`config.mk`:
```
export PLATFORM = sky130hd
export DESIGN_NAME = der_tlv_oid_stream_parser_flat
export DESIGN_NICKNAME = d
export VERILOG_FILES = /design/src/rtl/core/dtop_pkg.sv /design/src/rtl/core/dtop_ifs.sv /design/src/rtl/core/der_tlv_oid_stream_parser.sv /design/src/flat_wrapper.sv
export SDC_FILE = /design/constraint.sdc
export NUM_CORES = 1
export LEC_CHECK = 0
export BUFFER_PORTS_ARGS = -buffer_cell sky130_fd_sc_hd__buf_2
export CAP_MARGIN = 15
export CORE_UTILIZATION = 40
export CTS_CLUSTER_SIZE = 10
export DETAILED_ROUTE_END_ITERATION = 10
export GPL_ROUTABILITY_DRIVEN = 0
export PLACE_DENSITY_LB_ADDON = 0.2
export REMOVE_ABC_BUFFERS = 1
export SKIP_CTS_REPAIR_TIMING = 1
export SLEW_MARGIN = 20
export SYNTH_ARGS = -nofsm -noshare
export SYNTH_HDL_FRONTEND = slang
export SYNTH_SLANG_ARGS = --single-unit
```
`constraint.sdc`:
```
create_clock -name clk -period 5.9 [get_ports clk]
set_input_delay 0.295 -clock clk [delete_from_list [all_inputs] [get_ports clk]]
set_output_delay 0.295 -clock clk [all_outputs]
set_load 0.05 [all_outputs]
```
`src/rtl/core/dtop_pkg.sv`:
```
// Shared types and constants for the DER header and object identifier parser.
package dtop_pkg;

  typedef enum logic [2:0] {
    PH_TAG,
    PH_LEN0,
    PH_LENX,
    PH_BODY,
    PH_IDLE
  } phase_t;

  // Record kinds.
  localparam logic [1:0] KIND_HDR  = 2'd0;
  localparam logic [1:0] KIND_COMP = 2'd1;
  localparam logic [1:0] KIND_ERR  = 2'd2;

  // Item types.
  localparam logic [2:0] TY_NULL = 3'd0;
  localparam logic [2:0] TY_BITS = 3'd1;
  localparam logic [2:0] TY_OCTS = 3'd2;
  localparam logic [2:0] TY_OBJ  = 3'd3;
  localparam logic [2:0] TY_SEQ  = 3'd4;
  localparam logic [2:0] TY_CTX  = 3'd5;

  // Error codes.
  localparam logic [1:0] ERR_NONE    = 2'd0;
  localparam logic [1:0] ERR_TRUNC   = 2'd1;
  localparam logic [1:0] ERR_TAG     = 2'd2;
  localparam logic [1:0] ERR_LEN_OVF = 2'd3;

  // Tag fields and universal type codes.
  localparam logic [7:0] TAG_CLASS_MASK = 8'hC0;
  localparam logic [7:0] TAG_CLASS_CTX  = 8'h80;
  localparam logic [7:0] TAG_CLASS_UNIV = 8'h00;
  localparam logic [4:0] UT_BITS = 5'd3;
  localparam logic [4:0] UT_OCTS = 5'd4;
  localparam logic [4:0] UT_NULL = 5'd5;
  localparam logic [4:0] UT_OBJ  = 5'd6;
  localparam logic [4:0] UT_SEQ  = 5'd16;

  // The first identifier byte packs two arcs as first * 40 + second.
  localparam logic [7:0]  OID_ARC_DIV  = 8'd40;
  // floor(b * 205 / 8192) equals floor(b / 40) for every byte value.
  localparam logic [15:0] OID_RECIP    = 16'd205;
  localparam int          OID_RECIP_SH = 13;

  typedef struct packed {
    logic [1:0]  record_kind;
    logic [2:0]  item_type;
    logic [31:0] content_length;
    logic [63:0] component_value;
    logic [1:0]  error_code;
    logic        last;
  } rec_t;

endpackage

```
`src/rtl/core/dtop_ifs.sv`:
```
// Valid/ready channel interfaces for the parser's byte input and record output.
interface dtop_in_if;
  logic       valid;
  logic       ready;
  logic [7:0] data_byte;
  logic       end_of_data;

  modport source (output valid, output data_byte, output end_of_data, input ready);
  modport sink (input valid, input data_byte, input end_of_data, output ready);
endinterface

interface dtop_out_if;
  logic        valid;
  logic        ready;
  logic [1:0]  record_kind;
  logic [2:0]  item_type;
  logic [31:0] content_length;
  logic [63:0] component_value;
  logic [1:0]  error_code;
  logic        last;

  modport source (output valid, output record_kind, output item_type,
                  output content_length, output component_value,
                  output error_code, output last, input ready);
  modport sink (input valid, input record_kind, input item_type,
                input content_length, input component_value,
                input error_code, input last, output ready);
endinterface

```
`src/rtl/core/der_tlv_oid_stream_parser.sv`:
```
// DER item header and object identifier parser: one byte per transaction.
//
// in_chan carries the item one byte at a time; end_of_data marks the last
// byte, and the byte after it is read as a new tag. out_chan delivers
// records: a header (type and content length), object identifier components
// for object items, or an error record, which always carries last.
// Each byte is decoded in the cycle it is accepted and its records are
// written into a four-entry output queue, so a record can reach out_chan in
// the cycle after the byte that caused it. A new byte is taken every cycle
// while the queue has two free entries; the first content byte of an object
// makes two records, so the sustained rate is one byte per cycle as long as
// the receiver takes one record per cycle. The queue's single read port sets
// the output rate at one record per cycle.
// When the receiver stalls, the queue fills and in_chan.ready drops once
// fewer than two entries are free; nothing is lost or reordered.
// Synchronous reset empties the queue and returns the parser to expecting a
// tag byte; no clearing pass is needed.
module der_tlv_oid_stream_parser #(
  parameter int MAX_LENGTH_BYTES = 4,
  parameter int SUBID_WIDTH      = 64
) (
  input  logic       clk,
  input  logic       rst_n,
  dtop_in_if.sink    in_chan,
  dtop_out_if.source out_chan
);
  import dtop_pkg::*;

  localparam int QDEPTH = 4;
  localparam int QAW    = 2;

  // Parser state.
  phase_t                   phase_r, phase_nxt;
  logic [2:0]               type_r, type_nxt;
  logic [2:0]               lbl_r, lbl_nxt;
  logic [31:0]              accum_r, accum_nxt;
  logic [31:0]              content_r, content_nxt;
  logic                     first_r, first_nxt;
  logic [SUBID_WIDTH-1:0]   subid_r, subid_nxt;

  // Output queue.
  rec_t                     queue_r [QDEPTH];
  logic [QAW-1:0]           wr_r, rd_r;
  logic [QAW:0]             count_r;

  logic       accept, pop;
  logic [7:0] b;
  logic       eod;

  // Decode of the current byte.
  logic                   tag_ok;
  logic [2:0]             tag_type;
  logic [6:0]             len_cnt;
  logic                   hdr_fire;
  logic [31:0]            hdr_len;
  logic                   hdr_more;
  logic                   fail_fire;
  logic [1:0]             fail_code;
  logic                   enter_lenx;
  logic [31:0]            lenx_acc;
  logic [31:0]            body_left;
  logic                   body_done;
  logic [SUBID_WIDTH-1:0] subid_shift;
  logic [15:0]            recip_prod;
  logic [7:0]             arc_hi, arc_lo;

  // Records produced by this byte.
  logic [1:0] n_push;
  rec_t       rec0, rec1;

  assign b      = in_chan.data_byte;
  assign eod    = in_chan.end_of_data;
  assign accept = in_chan.valid && in_chan.ready;
  assign pop    = out_chan.valid && out_chan.ready;

  assign in_chan.ready = (count_r <= (QAW+1)'(QDEPTH - 2));

  always_comb begin
    tag_ok   = 1'b1;
    tag_type = TY_NULL;
    if ((b & TAG_CLASS_MASK) == TAG_CLASS_CTX) begin
      tag_type = TY_CTX;
    end else if ((b & TAG_CLASS_MASK) != TAG_CLASS_UNIV) begin
      tag_ok = 1'b0;
    end else begin
      case (b[4:0])
        UT_BITS: tag_type = TY_BITS;
        UT_OCTS: tag_type = TY_OCTS;
        UT_NULL: tag_type = TY_NULL;
        UT_OBJ:  tag_type = TY_OBJ;
        UT_SEQ:  tag_type = TY_SEQ;
        default: tag_ok = 1'b0;
      endcase
    end
  end

  assign len_cnt     = b[6:0];
  assign lenx_acc    = {accum_r[23:0], b};
  assign body_left   = content_r - 32'd1;
  assign body_done   = (body_left == 32'd0);
  assign subid_shift = {subid_r[SUBID_WIDTH-8:0], b[6:0]};
  assign recip_prod  = 16'(b) * OID_RECIP;
  assign arc_hi      = 8'(recip_prod[15:OID_RECIP_SH]);
  assign arc_lo      = 8'(b - arc_hi * OID_ARC_DIV);

  // Shared event decode: which header or error this byte raises.
  always_comb begin
    hdr_fire   = 1'b0;
    hdr_len    = 32'd0;
    fail_fire  = 1'b0;
    fail_code  = ERR_NONE;
    enter_lenx = 1'b0;
    case (phase_r)
      PH_TAG: begin
        if (eod) begin
          fail_fire = 1'b1;
          fail_code = ERR_TRUNC;
        end else if (!tag_ok) begin
          fail_fire = 1'b1;
          fail_code = ERR_TAG;
        end
      end
      PH_LEN0: begin
        if (!b[7]) begin
          hdr_fire = 1'b1;
          hdr_len  = {24'd0, b};
        end else if (len_cnt == 7'd0) begin
          hdr_fire = 1'b1;
        end else if (eod) begin
          fail_fire = 1'b1;
          fail_code = ERR_TRUNC;
        end else if (len_cnt > 7'(MAX_LENGTH_BYTES)) begin
          fail_fire = 1'b1;
          fail_code = ERR_LEN_OVF;
        end else begin
          enter_lenx = 1'b1;
        end
      end
      PH_LENX: begin
        if (accum_r[31:24] != 8'd0) begin
          fail_fire = 1'b1;
          fail_code = ERR_LEN_OVF;
        end else if (lbl_r == 3'd0) begin
          hdr_fire = 1'b1;
          hdr_len  = lenx_acc;
        end else if (eod) begin
          fail_fire = 1'b1;
          fail_code = ERR_TRUNC;
        end
      end
      PH_BODY: ;
      PH_IDLE: ;
      default: ;
    endcase
  end

  assign hdr_more = (type_r == TY_OBJ) && (hdr_len != 32'd0);

  // Next state.
  always_comb begin
    phase_nxt   = phase_r;
    type_nxt    = type_r;
    lbl_nxt     = lbl_r;
    accum_nxt   = accum_r;
    content_nxt = content_r;
    first_nxt   = first_r;
    subid_nxt   = subid_r;
    if (accept) begin
      if (fail_fire) begin
        phase_nxt = PH_IDLE;
      end else if (hdr_fire) begin
        accum_nxt   = hdr_len;
        content_nxt = hdr_len;
        first_nxt   = 1'b1;
        subid_nxt   = '0;
        phase_nxt   = hdr_more ? PH_BODY : PH_IDLE;
      end else begin
        case (phase_r)
          PH_TAG: begin
            type_nxt  = tag_type;
            phase_nxt = PH_LEN0;
          end
          PH_LEN0: begin
            if (enter_lenx) begin
              lbl_nxt   = 3'(len_cnt - 7'd1);
              accum_nxt = 32'd0;
              phase_nxt = PH_LENX;
            end
          end
          PH_LENX: begin
            accum_nxt = lenx_acc;
            lbl_nxt   = lbl_r - 3'd1;
          end
          PH_BODY: begin
            content_nxt = body_left;
            if (first_r) begin
              first_nxt = 1'b0;
            end else begin
              subid_nxt = b[7] ? subid_shift : '0;
            end
            if (body_done) begin
              phase_nxt = PH_IDLE;
            end
          end
          PH_IDLE: ;
          default: ;
        endcase
      end
      // The last byte of the data ends the item whatever the phase.
      if (eod) begin
        phase_nxt   = PH_TAG;
        type_nxt    = TY_NULL;
        lbl_nxt     = 3'd0;
        accum_nxt   = 32'd0;
        content_nxt = 32'd0;
        first_nxt   = 1'b1;
        subid_nxt   = '0;
      end
    end
  end

  // Records for this byte.
  always_comb begin
    n_push = 2'd0;
    rec0   = '0;
    rec1   = '0;
    if (accept) begin
      if (fail_fire) begin
        n_push           = 2'd1;
        rec0.record_kind = KIND_ERR;
        rec0.error_code  = fail_code;
        rec0.last        = 1'b1;
      end else if (hdr_fire) begin
        n_push              = 2'd1;
        rec0.record_kind    = KIND_HDR;
        rec0.item_type      = type_r;
        rec0.content_length = hdr_len;
        rec0.last           = !hdr_more;
      end else if (phase_r == PH_BODY) begin
        rec0.record_kind = KIND_COMP;
        rec0.item_type   = TY_OBJ;
        rec1.record_kind = KIND_COMP;
        rec1.item_type   = TY_OBJ;
        if (first_r) begin
          n_push               = 2'd2;
          rec0.component_value = 64'(arc_hi);
          rec1.component_value = 64'(arc_lo);
          rec1.last            = body_done;
        end else if (!b[7]) begin
          n_push               = 2'd1;
          rec0.component_value = 64'(subid_shift);
          rec0.last            = body_done;
        end
      end
    end
  end

  always_ff @(posedge clk) begin
    if (!rst_n) begin
      phase_r   <= PH_TAG;
      type_r    <= TY_NULL;
      lbl_r     <= 3'd0;
      accum_r   <= 32'd0;
      content_r <= 32'd0;
      first_r   <= 1'b1;
      subid_r   <= '0;
      wr_r      <= '0;
      rd_r      <= '0;
      count_r   <= '0;
    end else begin
      phase_r   <= phase_nxt;
      type_r    <= type_nxt;
      lbl_r     <= lbl_nxt;
      accum_r   <= accum_nxt;
      content_r <= content_nxt;
      first_r   <= first_nxt;
      subid_r   <= subid_nxt;
      wr_r      <= wr_r + QAW'(n_push);
      rd_r      <= rd_r + QAW'(pop);
      count_r   <= count_r + (QAW+1)'(n_push) - (QAW+1)'(pop);
    end
  end

  always_ff @(posedge clk) begin
    if (n_push != 2'd0) begin
      queue_r[wr_r] <= rec0;
    end
    if (n_push == 2'd2) begin
      queue_r[wr_r + QAW'(1)] <= rec1;
    end
  end

  assign out_chan.valid           = (count_r != '0);
  assign out_chan.record_kind     = queue_r[rd_r].record_kind;
  assign out_chan.item_type       = queue_r[rd_r].item_type;
  assign out_chan.content_length  = queue_r[rd_r].content_length;
  assign out_chan.component_value = queue_r[rd_r].component_value;
  assign out_chan.error_code      = queue_r[rd_r].error_code;
  assign out_chan.last            = queue_r[rd_r].last;

  a_queue_bound: assert property (@(posedge clk) disable iff (!rst_n)
    count_r <= (QAW+1)'(QDEPTH))
    else $error("output queue overflow");

  a_eod_restarts: assert property (@(posedge clk) disable iff (!rst_n)
    (accept && eod) |=> (phase_r == PH_TAG))
    else $error("end of data did not restart the parser");

  a_body_nonempty: assert property (@(posedge clk) disable iff (!rst_n)
    (phase_r == PH_BODY) |-> (content_r != 32'd0))
    else $error("content phase with nothing left");

  a_err_last: assert property (@(posedge clk) disable iff (!rst_n)
    (out_chan.valid && out_chan.record_kind == KIND_ERR) |-> out_chan.last)
    else $error("error record without last");

endmodule
```
`src/flat_wrapper.sv`:
```
// flat-port wrapper written by rule: the top's interface ports become plain ports
module der_tlv_oid_stream_parser_flat import dtop_pkg::*;
#(
  parameter int MAX_LENGTH_BYTES = 4,
  parameter int SUBID_WIDTH      = 64
)
  (clk, rst_n, in_chan_valid, in_chan_data_byte, in_chan_end_of_data, in_chan_ready, out_chan_valid, out_chan_record_kind, out_chan_item_type, out_chan_content_length, out_chan_component_value, out_chan_error_code, out_chan_last, out_chan_ready);
  dtop_in_if in_chan_i ();
  dtop_out_if out_chan_i ();
  input  logic clk;
  input  logic rst_n;
  input wire logic [$bits(in_chan_i.valid)-1:0] in_chan_valid;
  input wire logic [$bits(in_chan_i.data_byte)-1:0] in_chan_data_byte;
  input wire logic [$bits(in_chan_i.end_of_data)-1:0] in_chan_end_of_data;
  output wire logic [$bits(in_chan_i.ready)-1:0] in_chan_ready;
  output wire logic [$bits(out_chan_i.valid)-1:0] out_chan_valid;
  output wire logic [$bits(out_chan_i.record_kind)-1:0] out_chan_record_kind;
  output wire logic [$bits(out_chan_i.item_type)-1:0] out_chan_item_type;
  output wire logic [$bits(out_chan_i.content_length)-1:0] out_chan_content_length;
  output wire logic [$bits(out_chan_i.component_value)-1:0] out_chan_component_value;
  output wire logic [$bits(out_chan_i.error_code)-1:0] out_chan_error_code;
  output wire logic [$bits(out_chan_i.last)-1:0] out_chan_last;
  input wire logic [$bits(out_chan_i.ready)-1:0] out_chan_ready;
  assign in_chan_i.valid = in_chan_valid;
  assign in_chan_i.data_byte = in_chan_data_byte;
  assign in_chan_i.end_of_data = in_chan_end_of_data;
  assign in_chan_ready = in_chan_i.ready;
  assign out_chan_valid = out_chan_i.valid;
  assign out_chan_record_kind = out_chan_i.record_kind;
  assign out_chan_item_type = out_chan_i.item_type;
  assign out_chan_content_length = out_chan_i.content_length;
  assign out_chan_component_value = out_chan_i.component_value;
  assign out_chan_error_code = out_chan_i.error_code;
  assign out_chan_last = out_chan_i.last;
  assign out_chan_i.ready = out_chan_ready;
  der_tlv_oid_stream_parser #(.MAX_LENGTH_BYTES(MAX_LENGTH_BYTES), .SUBID_WIDTH(SUBID_WIDTH)) u_core (.clk(clk), .rst_n(rst_n), .in_chan(in_chan_i), .out_chan(out_chan_i));
endmodule
```
After elaboration in Yosys (flattened, before gate mapping). Memories as Yosys holds them, arrays and structs flattened. A register that Yosys moved wholly into a read port is not among the register bits. Cells that the tools add are included.

Flip-flop bits (word level): 138. Output and inout bits: 106. Memories kept: 1. Input port bits: 13. Memory bits (writable): 416.

Memory list: u_core.queue_r (depth 4, width 104, read ports 1, clocked after memory_dff 1, wr ports 2, RTL line der_tlv_oid_stream_parser.sv:42) `rec_t queue_r [QDEPTH];`.

Mux-type cells: 115. Multipliers: 2. $add $sub $neg: 9. Reduce and logical (&&, ||, !) cells: 25. Equal/unequal tests: 18. $lt $le $gt $ge: 2.

Operators with widths (count): 64-bit two-way mux (8); 32-bit two-way mux (11); 57-bit two-way mux (6); 32-bit one-hot mux with 2 select lines (2); 104-bit two-way mux (1); 99-bit two-way mux (1); 3-bit two-way mux (16); 1-bit two-way mux (41); 32-bit zero test (1); 2-bit two-way mux (16); 32-bit nonzero test (1); 32-bit by 1-bit subtractor with 32-bit output, second input constant (1); 5-bit two-way mux (4); 8-bit by 8-bit multiplier with 16-bit output, second input constant (1); 4-bit AND reduction (4); 8-bit nonzero test (2); 5-bit by 3-bit == test with 1-bit output, second input constant (3); 3-bit one-hot mux with 4 select lines (1); 5-bit by 2-bit inequality test with 1-bit output, second input constant (2); 3-bit by 2-bit == test with 1-bit output, second input constant (3); 3-bit one-hot mux with 3 select lines (1); 3-bit nonzero test (3); 8-bit two-way mux (1); 8-bit subtractor (1); 33 further kinds (40).

Logic depth before layout (Yosys ltp). Gate-level depths: netlist of the first run.

Word-level depth: 13. Depth in mapped cells: 22. Gate-level depth less buffers: 21.

Least setup slack after synthesis of the first run. OpenSTA, ideal clock, no wires.

Path type: input -> register. From: input in_chan_data_byte[5]. To: memory u_core.queue_r[1][10] (netlist bit), data pin. Stages: 22. Setup slack: 583 ps. Arrival: 5043 ps. Cell sequence: clkbuf_1 > inv_1 > ha_1 > ha_1 > fa_1 > inv_1 > fa_1 > inv_1 > ha_1 > a21oi_1 > o31ai_1 > a2111o_1 > a21oi_1 > xnor2_1 > ha_1 > inv_1 > ha_1 > a21o_1 > a21oi_1 > xnor2_1 > xnor2_1 > o22ai_1.

RTL lines: from (decl) (RTL line flat_wrapper.sv:13) `input wire logic [$bits(in_chan_i.data_byte)-1:0] in_chan_data_byte;`; to (decl) (RTL line der_tlv_oid_stream_parser.sv:42).

==> results.md, run 1 <==
* Placed Area at 26600 um^2
* Initial core utilization at between 40 and 50%
* Synth top area cells: dfxtp_1, mux4_2, nand2_1
* Reg2Reg Depth at 9
* Diodes inserted at 0
* Launching point of the worst reg2reg path: u_core.phase_r[0]
* Finished Layout Cells at 3451
* Achievable frequency at 0.196 GHz
* Top-area cell type share of the netlist area at 39.8%
* Port bufs at 118
* Area of the mapped netlist at 25400 um^2
* Dpl cells at 3360
* Synth-to-Final Area Change at 12.2%
* Pre-CTS WS at 255 ps
* Root Driver: clkbuf_16
* Critical path's slowest cell: fa_1
* Final Critical Period at 5090 ps
* Reg-to-Reg End: u_core.subid_r[1]
* Drt pass-1 iters at 5
* Post-Syn Area per Cell at 9.89 um^2
* Nets at about 2700
* GR Util All Layers at 24.5%
* Die height at about 250 um
* Hold slack at 113 ps
* Clock Latency Late Sink at 600 ps
* Design Area, Final at 28500 um^2
* Routed wire length at 78900 um
* Chip width at 254 um
* Crit-path max cell delay at about 500 ps
* Most numerous cell in the Yosys netlist: dfxtp_1
* Wirelength per Cell at 22.9 um
* Number of remaining DRC errors at 0
* CTS HTree Levels at 3
* Hold endpoint: u_core.accum_r[1]
* Maximum Capacitance Violations at 0
* RSZ-0062 raised after global routing: false
* GRT overflow at 0
* Core area at 63000 um^2
* Clk slew on worst S/H paths at 60 ps
* Final worst slack at slightly above 800 ps
* CP Class: input port to register
* First-pass GRT wire length at approximately 120000 um
* TritonCTS Buffers at 67
* Worst setup EP type: register
* Run status: finished clean
* Initial detailed-routing violation count at 1763
* Share of layout cells above drive strength 1 at 17.2%
* Worst vdd ir at 0.000223 V
* Reg2Reg Setup Slack at 1720 ps
* Power Dens Cells at 353 nW/um^2
* FP Rows at 92
* CTS tree: yes
* Slew headroom at 24.3%
* Most used DFF post-synth: dfxtp_1
* Worst setup SP type: input port
* Lkg Pwr at a little under 10 nW
* Initial antenna violation count at 1
* Final hold vios at 0
* Measured slew at the worst slew-check pin at 1130 ps
* Fin Clk Skew at 21.4 ps
* CTS max path bufs at 3
* Netlist cell types at 82
* Post-detail-place hpwl at 47800 um
* FF+latch count, synth at about 550
* Critical path required time at around 6200 ps
* Setup_tns at 0 ps
* Worst path most repeated cell: ha_1
* Clock sink count at 554
* Synthesized instance count at 2572
* Min-delay worst type: input port to register
* EDFF count, synth at 48
* Pin count of the biggest net entering global routing at between 150 and 200
* Crit path DAT at approximately 5400 ps
* Final antenna-violating net count at 0
* Asr flop ratio synth at 0%
* Vias at 20700
* Seq/Total Area, Yosys at 45.5%
* Via density at approximately 6.0
* Worst-path cell chain: buf_2 > inv_1 > ha_1 > fa_1 > fa_1 > ha_1 > ha_1 > a21o_1 > a21o_1 > a2111o_1 > a21oi_1 > xnor2_1 > ha_1 > ha_1 > inv_1 > ha_1 > a21oi_1 > xnor2_1 > xnor2_1 > o22ai_1
* Final core utilization at 45.3%
* Final setup viols at 0
* Hold Crit Start: in_chan_data_byte[1]
* Die ar. at 64600 um^2
* Hold-critical path depth at 3
* Num ports at 119
* Most common library cells after synthesis: dfxtp_1, nand2_1, a21oi_1
* Yosys warnings at 0
* Worst Path Max Fanout at 10
* Vias in the first global route at between 20000 and 25000
* Most area-hungry cell type in the Yosys netlist: dfxtp_1
* Tcrit/Tclk final at 86.3%
* Final Total Pwr at 10.1 mW
* Final Slew Violations at 0
worst max-delay path: cells and delay by family:
family	cells	cell delay [ps]
buf+inv	3	510
fa+ha+maj	8	2730
compound gates	6	1310
xor+xnor	3	530
sequential cells by signal, indices dropped and copies added (netlist names):
signal / cells
u_core.wr_r: 2
u_core.lbl_r: 3
u_core.subid_r: 57
u_core.accum_r: 32
u_core.rd_r: 2
u_core.queue_r: 416
u_core.phase_r: 3
u_core.content_r: 32
u_core.count_r: 3
u_core.type_r: 3
u_core.first_r: 1
routing by layer:
layer	track usage (%)	share of wire, %	vias to the layer above
met4	9.36	3.3	0
met1	32.9	44	10400
li1	-	-	9463
met5	0	0	-
met2	39.8	47	719
met3	3.51	5.7	159
logic make-up after synthesis:
logic type	count (synthesis)	share of synthesized area, %
AO/OA/AOI/OAI	692	19.9
XOR/XNOR	42	1.45
adder cells (fa/ha/maj)	81	4.31
buffers and inverters	276	4.87
flip-flops	554	45.5
multiplexers	104	9.21
AND/OR/NAND/NOR	823	14.7
where the power goes:
group          internal, mW  switching, mW  leakage [nW]
registers              3.90          0.130          4.49
clock network          2.13           1.55         0.922
logic                 0.766           1.58          4.38
total                  6.79           3.26          9.79
final cells by class:
class / instances / area, um^2
clock buffers: 83 / 1800
fillers: 5961 / 34400
flip-flops and latches: 554 / 11600
repair buffers: 167 / 1080
multi-input cells: 1742 / 12700
well taps: 846 / 1060
clock inverters: 8 / 82.6
inverters: 51 / 194
how the worst max path moves through the flow:
stage / depth (start not counted) / endpoint / start / slack [ps]
after floorplan: 6 / u_core.queue_r[3][0] / u_core.phase_r[2] / -5610
after global placement: 20 / u_core.queue_r[1][10] / in_chan_data_byte[3] / 380
after detailed placement: 20 / u_core.queue_r[1][10] / in_chan_data_byte[3] / 260
after CTS: 20 / u_core.queue_r[1][10] / in_chan_data_byte[3] / 840
after global routing: 22 / u_core.queue_r[0][10] / in_chan_data_byte[3] / 600
final: 20 / u_core.queue_r[1][10] / in_chan_data_byte[3] / 810
cells in the final DEF (no fill, tap or decap), types with 58 or more instances in the layout:
cell and n:
dfxtp_1 504, nand2_1 439, o22ai_1 120, o2bb2ai_2 58
a21oi_1 220, buf_2 118, nor2_1 58, o2bb2ai_1 122
clkbuf_16 68, ha_1 70, nand3_1 196, mux4_2 104
No activity file was read; power rests on OpenSTA's default activity.
==> run 2, diff against run 1 <==
==> constraint.sdc (replaced) <==
create_clock -name clk -period 5.9 [get_ports clk]
set_input_delay 0.295 -clock clk [delete_from_list [all_inputs] [get_ports clk]]
set_output_delay 0.295 -clock clk [all_outputs]
set_load 0.01 [all_outputs]
==> run 2 against run 1 <==
Against the previous run: sequential share of layout area is 0.091 points lower; count of clock-buffer cells in the layout grew 2; global-route usage shrank 0.078 points; register-to-register slack gained 50 ps; hold slack is essentially flat; non-clock buffer count increased by 2; sequential power hardly changed; final cell count barely moved; largest cell class unchanged; largest power group unchanged; highest routed layer unchanged.
==> results.md, run 2 (same netlist as run 1, synthesis figures left out) <==
* Pre-CTS WS at 284 ps
* CP Class: input port to register
* FP Rows at 92
* Final core utilization at between 40 and 50%
* GRT overflow at 0
* Psw at 3.08 mW
* Hold-critical path depth at 3
* Most common cell after layout, fill and taps aside: dfxtp_1
* Setup_tns at 0 ps
* Most frequent cells in the layout: dfxtp_1, nand2_1, a21oi_1
* Launching point of the worst reg2reg path: u_core.phase_r[0]
* Gate power share at roughly 22%
* Clock sink count at 554
* CTS max path bufs at 3
* Root Driver: clkbuf_16
* Worst vdd ir at approximately 0.00023 V
* Reg2Reg Depth at 9
* Power Dens Cells at ~350 nW/um^2
* Vias in the first global route at 20700
* Fin Clk Skew at 28.3 ps
* Number of remaining DRC errors at 0
* GR Util met3 at approximately 3.3%
* TritonCTS Buffers at 66
* Routed wire length at 78900 um
* Seq pwr share at 40.5%
* Routing usage on met1 at 33.1%
* Post-detail-place hpwl at slightly below 50000 um
* Drt pass-1 iters at 5
* Worst setup EP type: register
* Via density at ~6.0
* Nets at 2678
* Slew headroom at 32.7%
* Pin count of the biggest net entering global routing at 167
* First-pass GRT wire length at 123000 um
* Clk slew on worst S/H paths at ~50 ps
* Wirelength per Cell at 22.9 um
* Die height at 254 um
* Clock Latency Late Sink at 610 ps
* Final Slew Violations at 0
* Maximum Capacitance Violations at 0
* Final Critical Period at 5060 ps
* Switching share of total power at 31.2%
* Initial antenna violation count at 1
* CTS tree: yes
* Share of layout cells above drive strength 1 at 17.1%
* Clock share of power at a little under two fifths
* Tcrit/Tclk final at 85.8%
* Run status: finished clean
* Num ports at 119
* Lkg Pwr at 9.81 nW
* RSZ-0062 raised after global routing: false
* Final hold vios at 0
* Hold endpoint: u_core.queue_r[0][74]
* Largest regs: u_core.queue_r: 416 flops, u_core.subid_r: 57 flops
* Final antenna-violating net count at 0
* Min-delay worst type: input port to register
* Finished Layout Cells at around 3500
* Hold Crit Start: in_chan_data_byte[7]
* Critical path required time at 6230 ps
* Synth-to-Final Area Change at 12.4%
* Die ar. at 64600 um^2
* Dpl cells at 3360
* Initial core utilization at 40.4%
* Vias at 20600
* Reg-to-Reg End: u_core.subid_r[1]
* Global-route layer with the greatest usage: met2
* Worst setup SP type: input port
* Crit path DAT at 5390 ps
* GR Util All Layers at 24.4%
* Final setup viols at 0
* Worst Path Max Fanout at 10
* Max reg flops at 416
* GR Layer Usage met2 at between 40% and 50%
* Reg2Reg Setup Slack at around 1800 ps
* Initial detailed-routing violation count at 1657
* CTS HTree Levels at 3
* Measured slew at the worst slew-check pin at about 1000 ps
* Achievable frequency at 0.198 GHz
* Final worst slack at between 800 and 900 ps
* Chip width at 254 um
* P_int at 6.80 mW
* Port bufs at 118
* Largest Register: u_core.queue_r
* Diodes inserted at 0
* Core area at 63000 um^2
* Final Total Pwr at 9.88 mW
-- run 2: changes by cell type in the layout (fill, tap and decap cells not counted), sizes merged --
cell    delta
inv        -3
buf        +2
clkbuf     +2
-- run 2: worst max path at each step --
stage                     cells past startpoint                     to  slack (ps)            startpoint
final                                        20  u_core.queue_r[1][10]         840  in_chan_data_byte[3]
after global routing                         22  u_core.queue_r[1][10]         570  in_chan_data_byte[3]
after CTS                                    20  u_core.queue_r[2][10]         890  in_chan_data_byte[3]
after detailed placement                     20  u_core.queue_r[2][10]         280  in_chan_data_byte[3]
after global placement                       20  u_core.queue_r[2][10]         370  in_chan_data_byte[3]
after floorplan                               6   u_core.queue_r[3][0]       -5610     u_core.phase_r[2]
-- run 2: routing by layer --
metal,routed length [um],part of all wire [%]
met5,0,0
met4,1990,2.5
met3,4270,5.4
met2,37400,47
met1,35300,45
-- run 2: cell type report --
cell class	instances	area, um^2
tap	846	1060
fill	5930	34400
sequential	554	11600
inverter	51	194
multi-input combinational	1742	12700
clock inverter	5	70.1
timing repair buffer	169	1150
clock buffer	85	1810
-- run 2: power groups by stage --
stage | Combinational, mW | Sequential, mW | Clock (mW)
after floorplan | 1.37 | 4.17 | 0
after global placement | 2.17 | 4.08 | 0
after detailed placement | 2.19 | 4.08 | 0
after CTS | 2.20 | 4.00 | 3.74
after global routing | 2.38 | 4.01 | 3.89
final | 2.20 | 4.00 | 3.68
-- run 2: critical path, stage by stage --
cell      delay [ps]
buf_2            290
inv_1            190
ha_1             380
fa_1             490
fa_1             440
ha_1             290
ha_1             340
a21o_1           200
a21o_1           190
a2111o_1         420
a21oi_1          170
xnor2_1          110
ha_1             220
ha_1             280
inv_1             40
ha_1             310
a21oi_1          170
xnor2_1          100
xnor2_1          310
o22ai_1          140
-- run 2: stage by stage --
| stage | hold slack, ps | instance area, um^2 |
|---|---|---|
| 5_1_grt | 112 | 28600 |
| 3_3_place_gp | 440 | 26700 |
| 2_1_floorplan | 417 | 24400 |
| 3_5_place_dp | 441 | 26700 |
| 4_1_cts | 87.6 | 28500 |
| 6_report | 113 | 28600 |
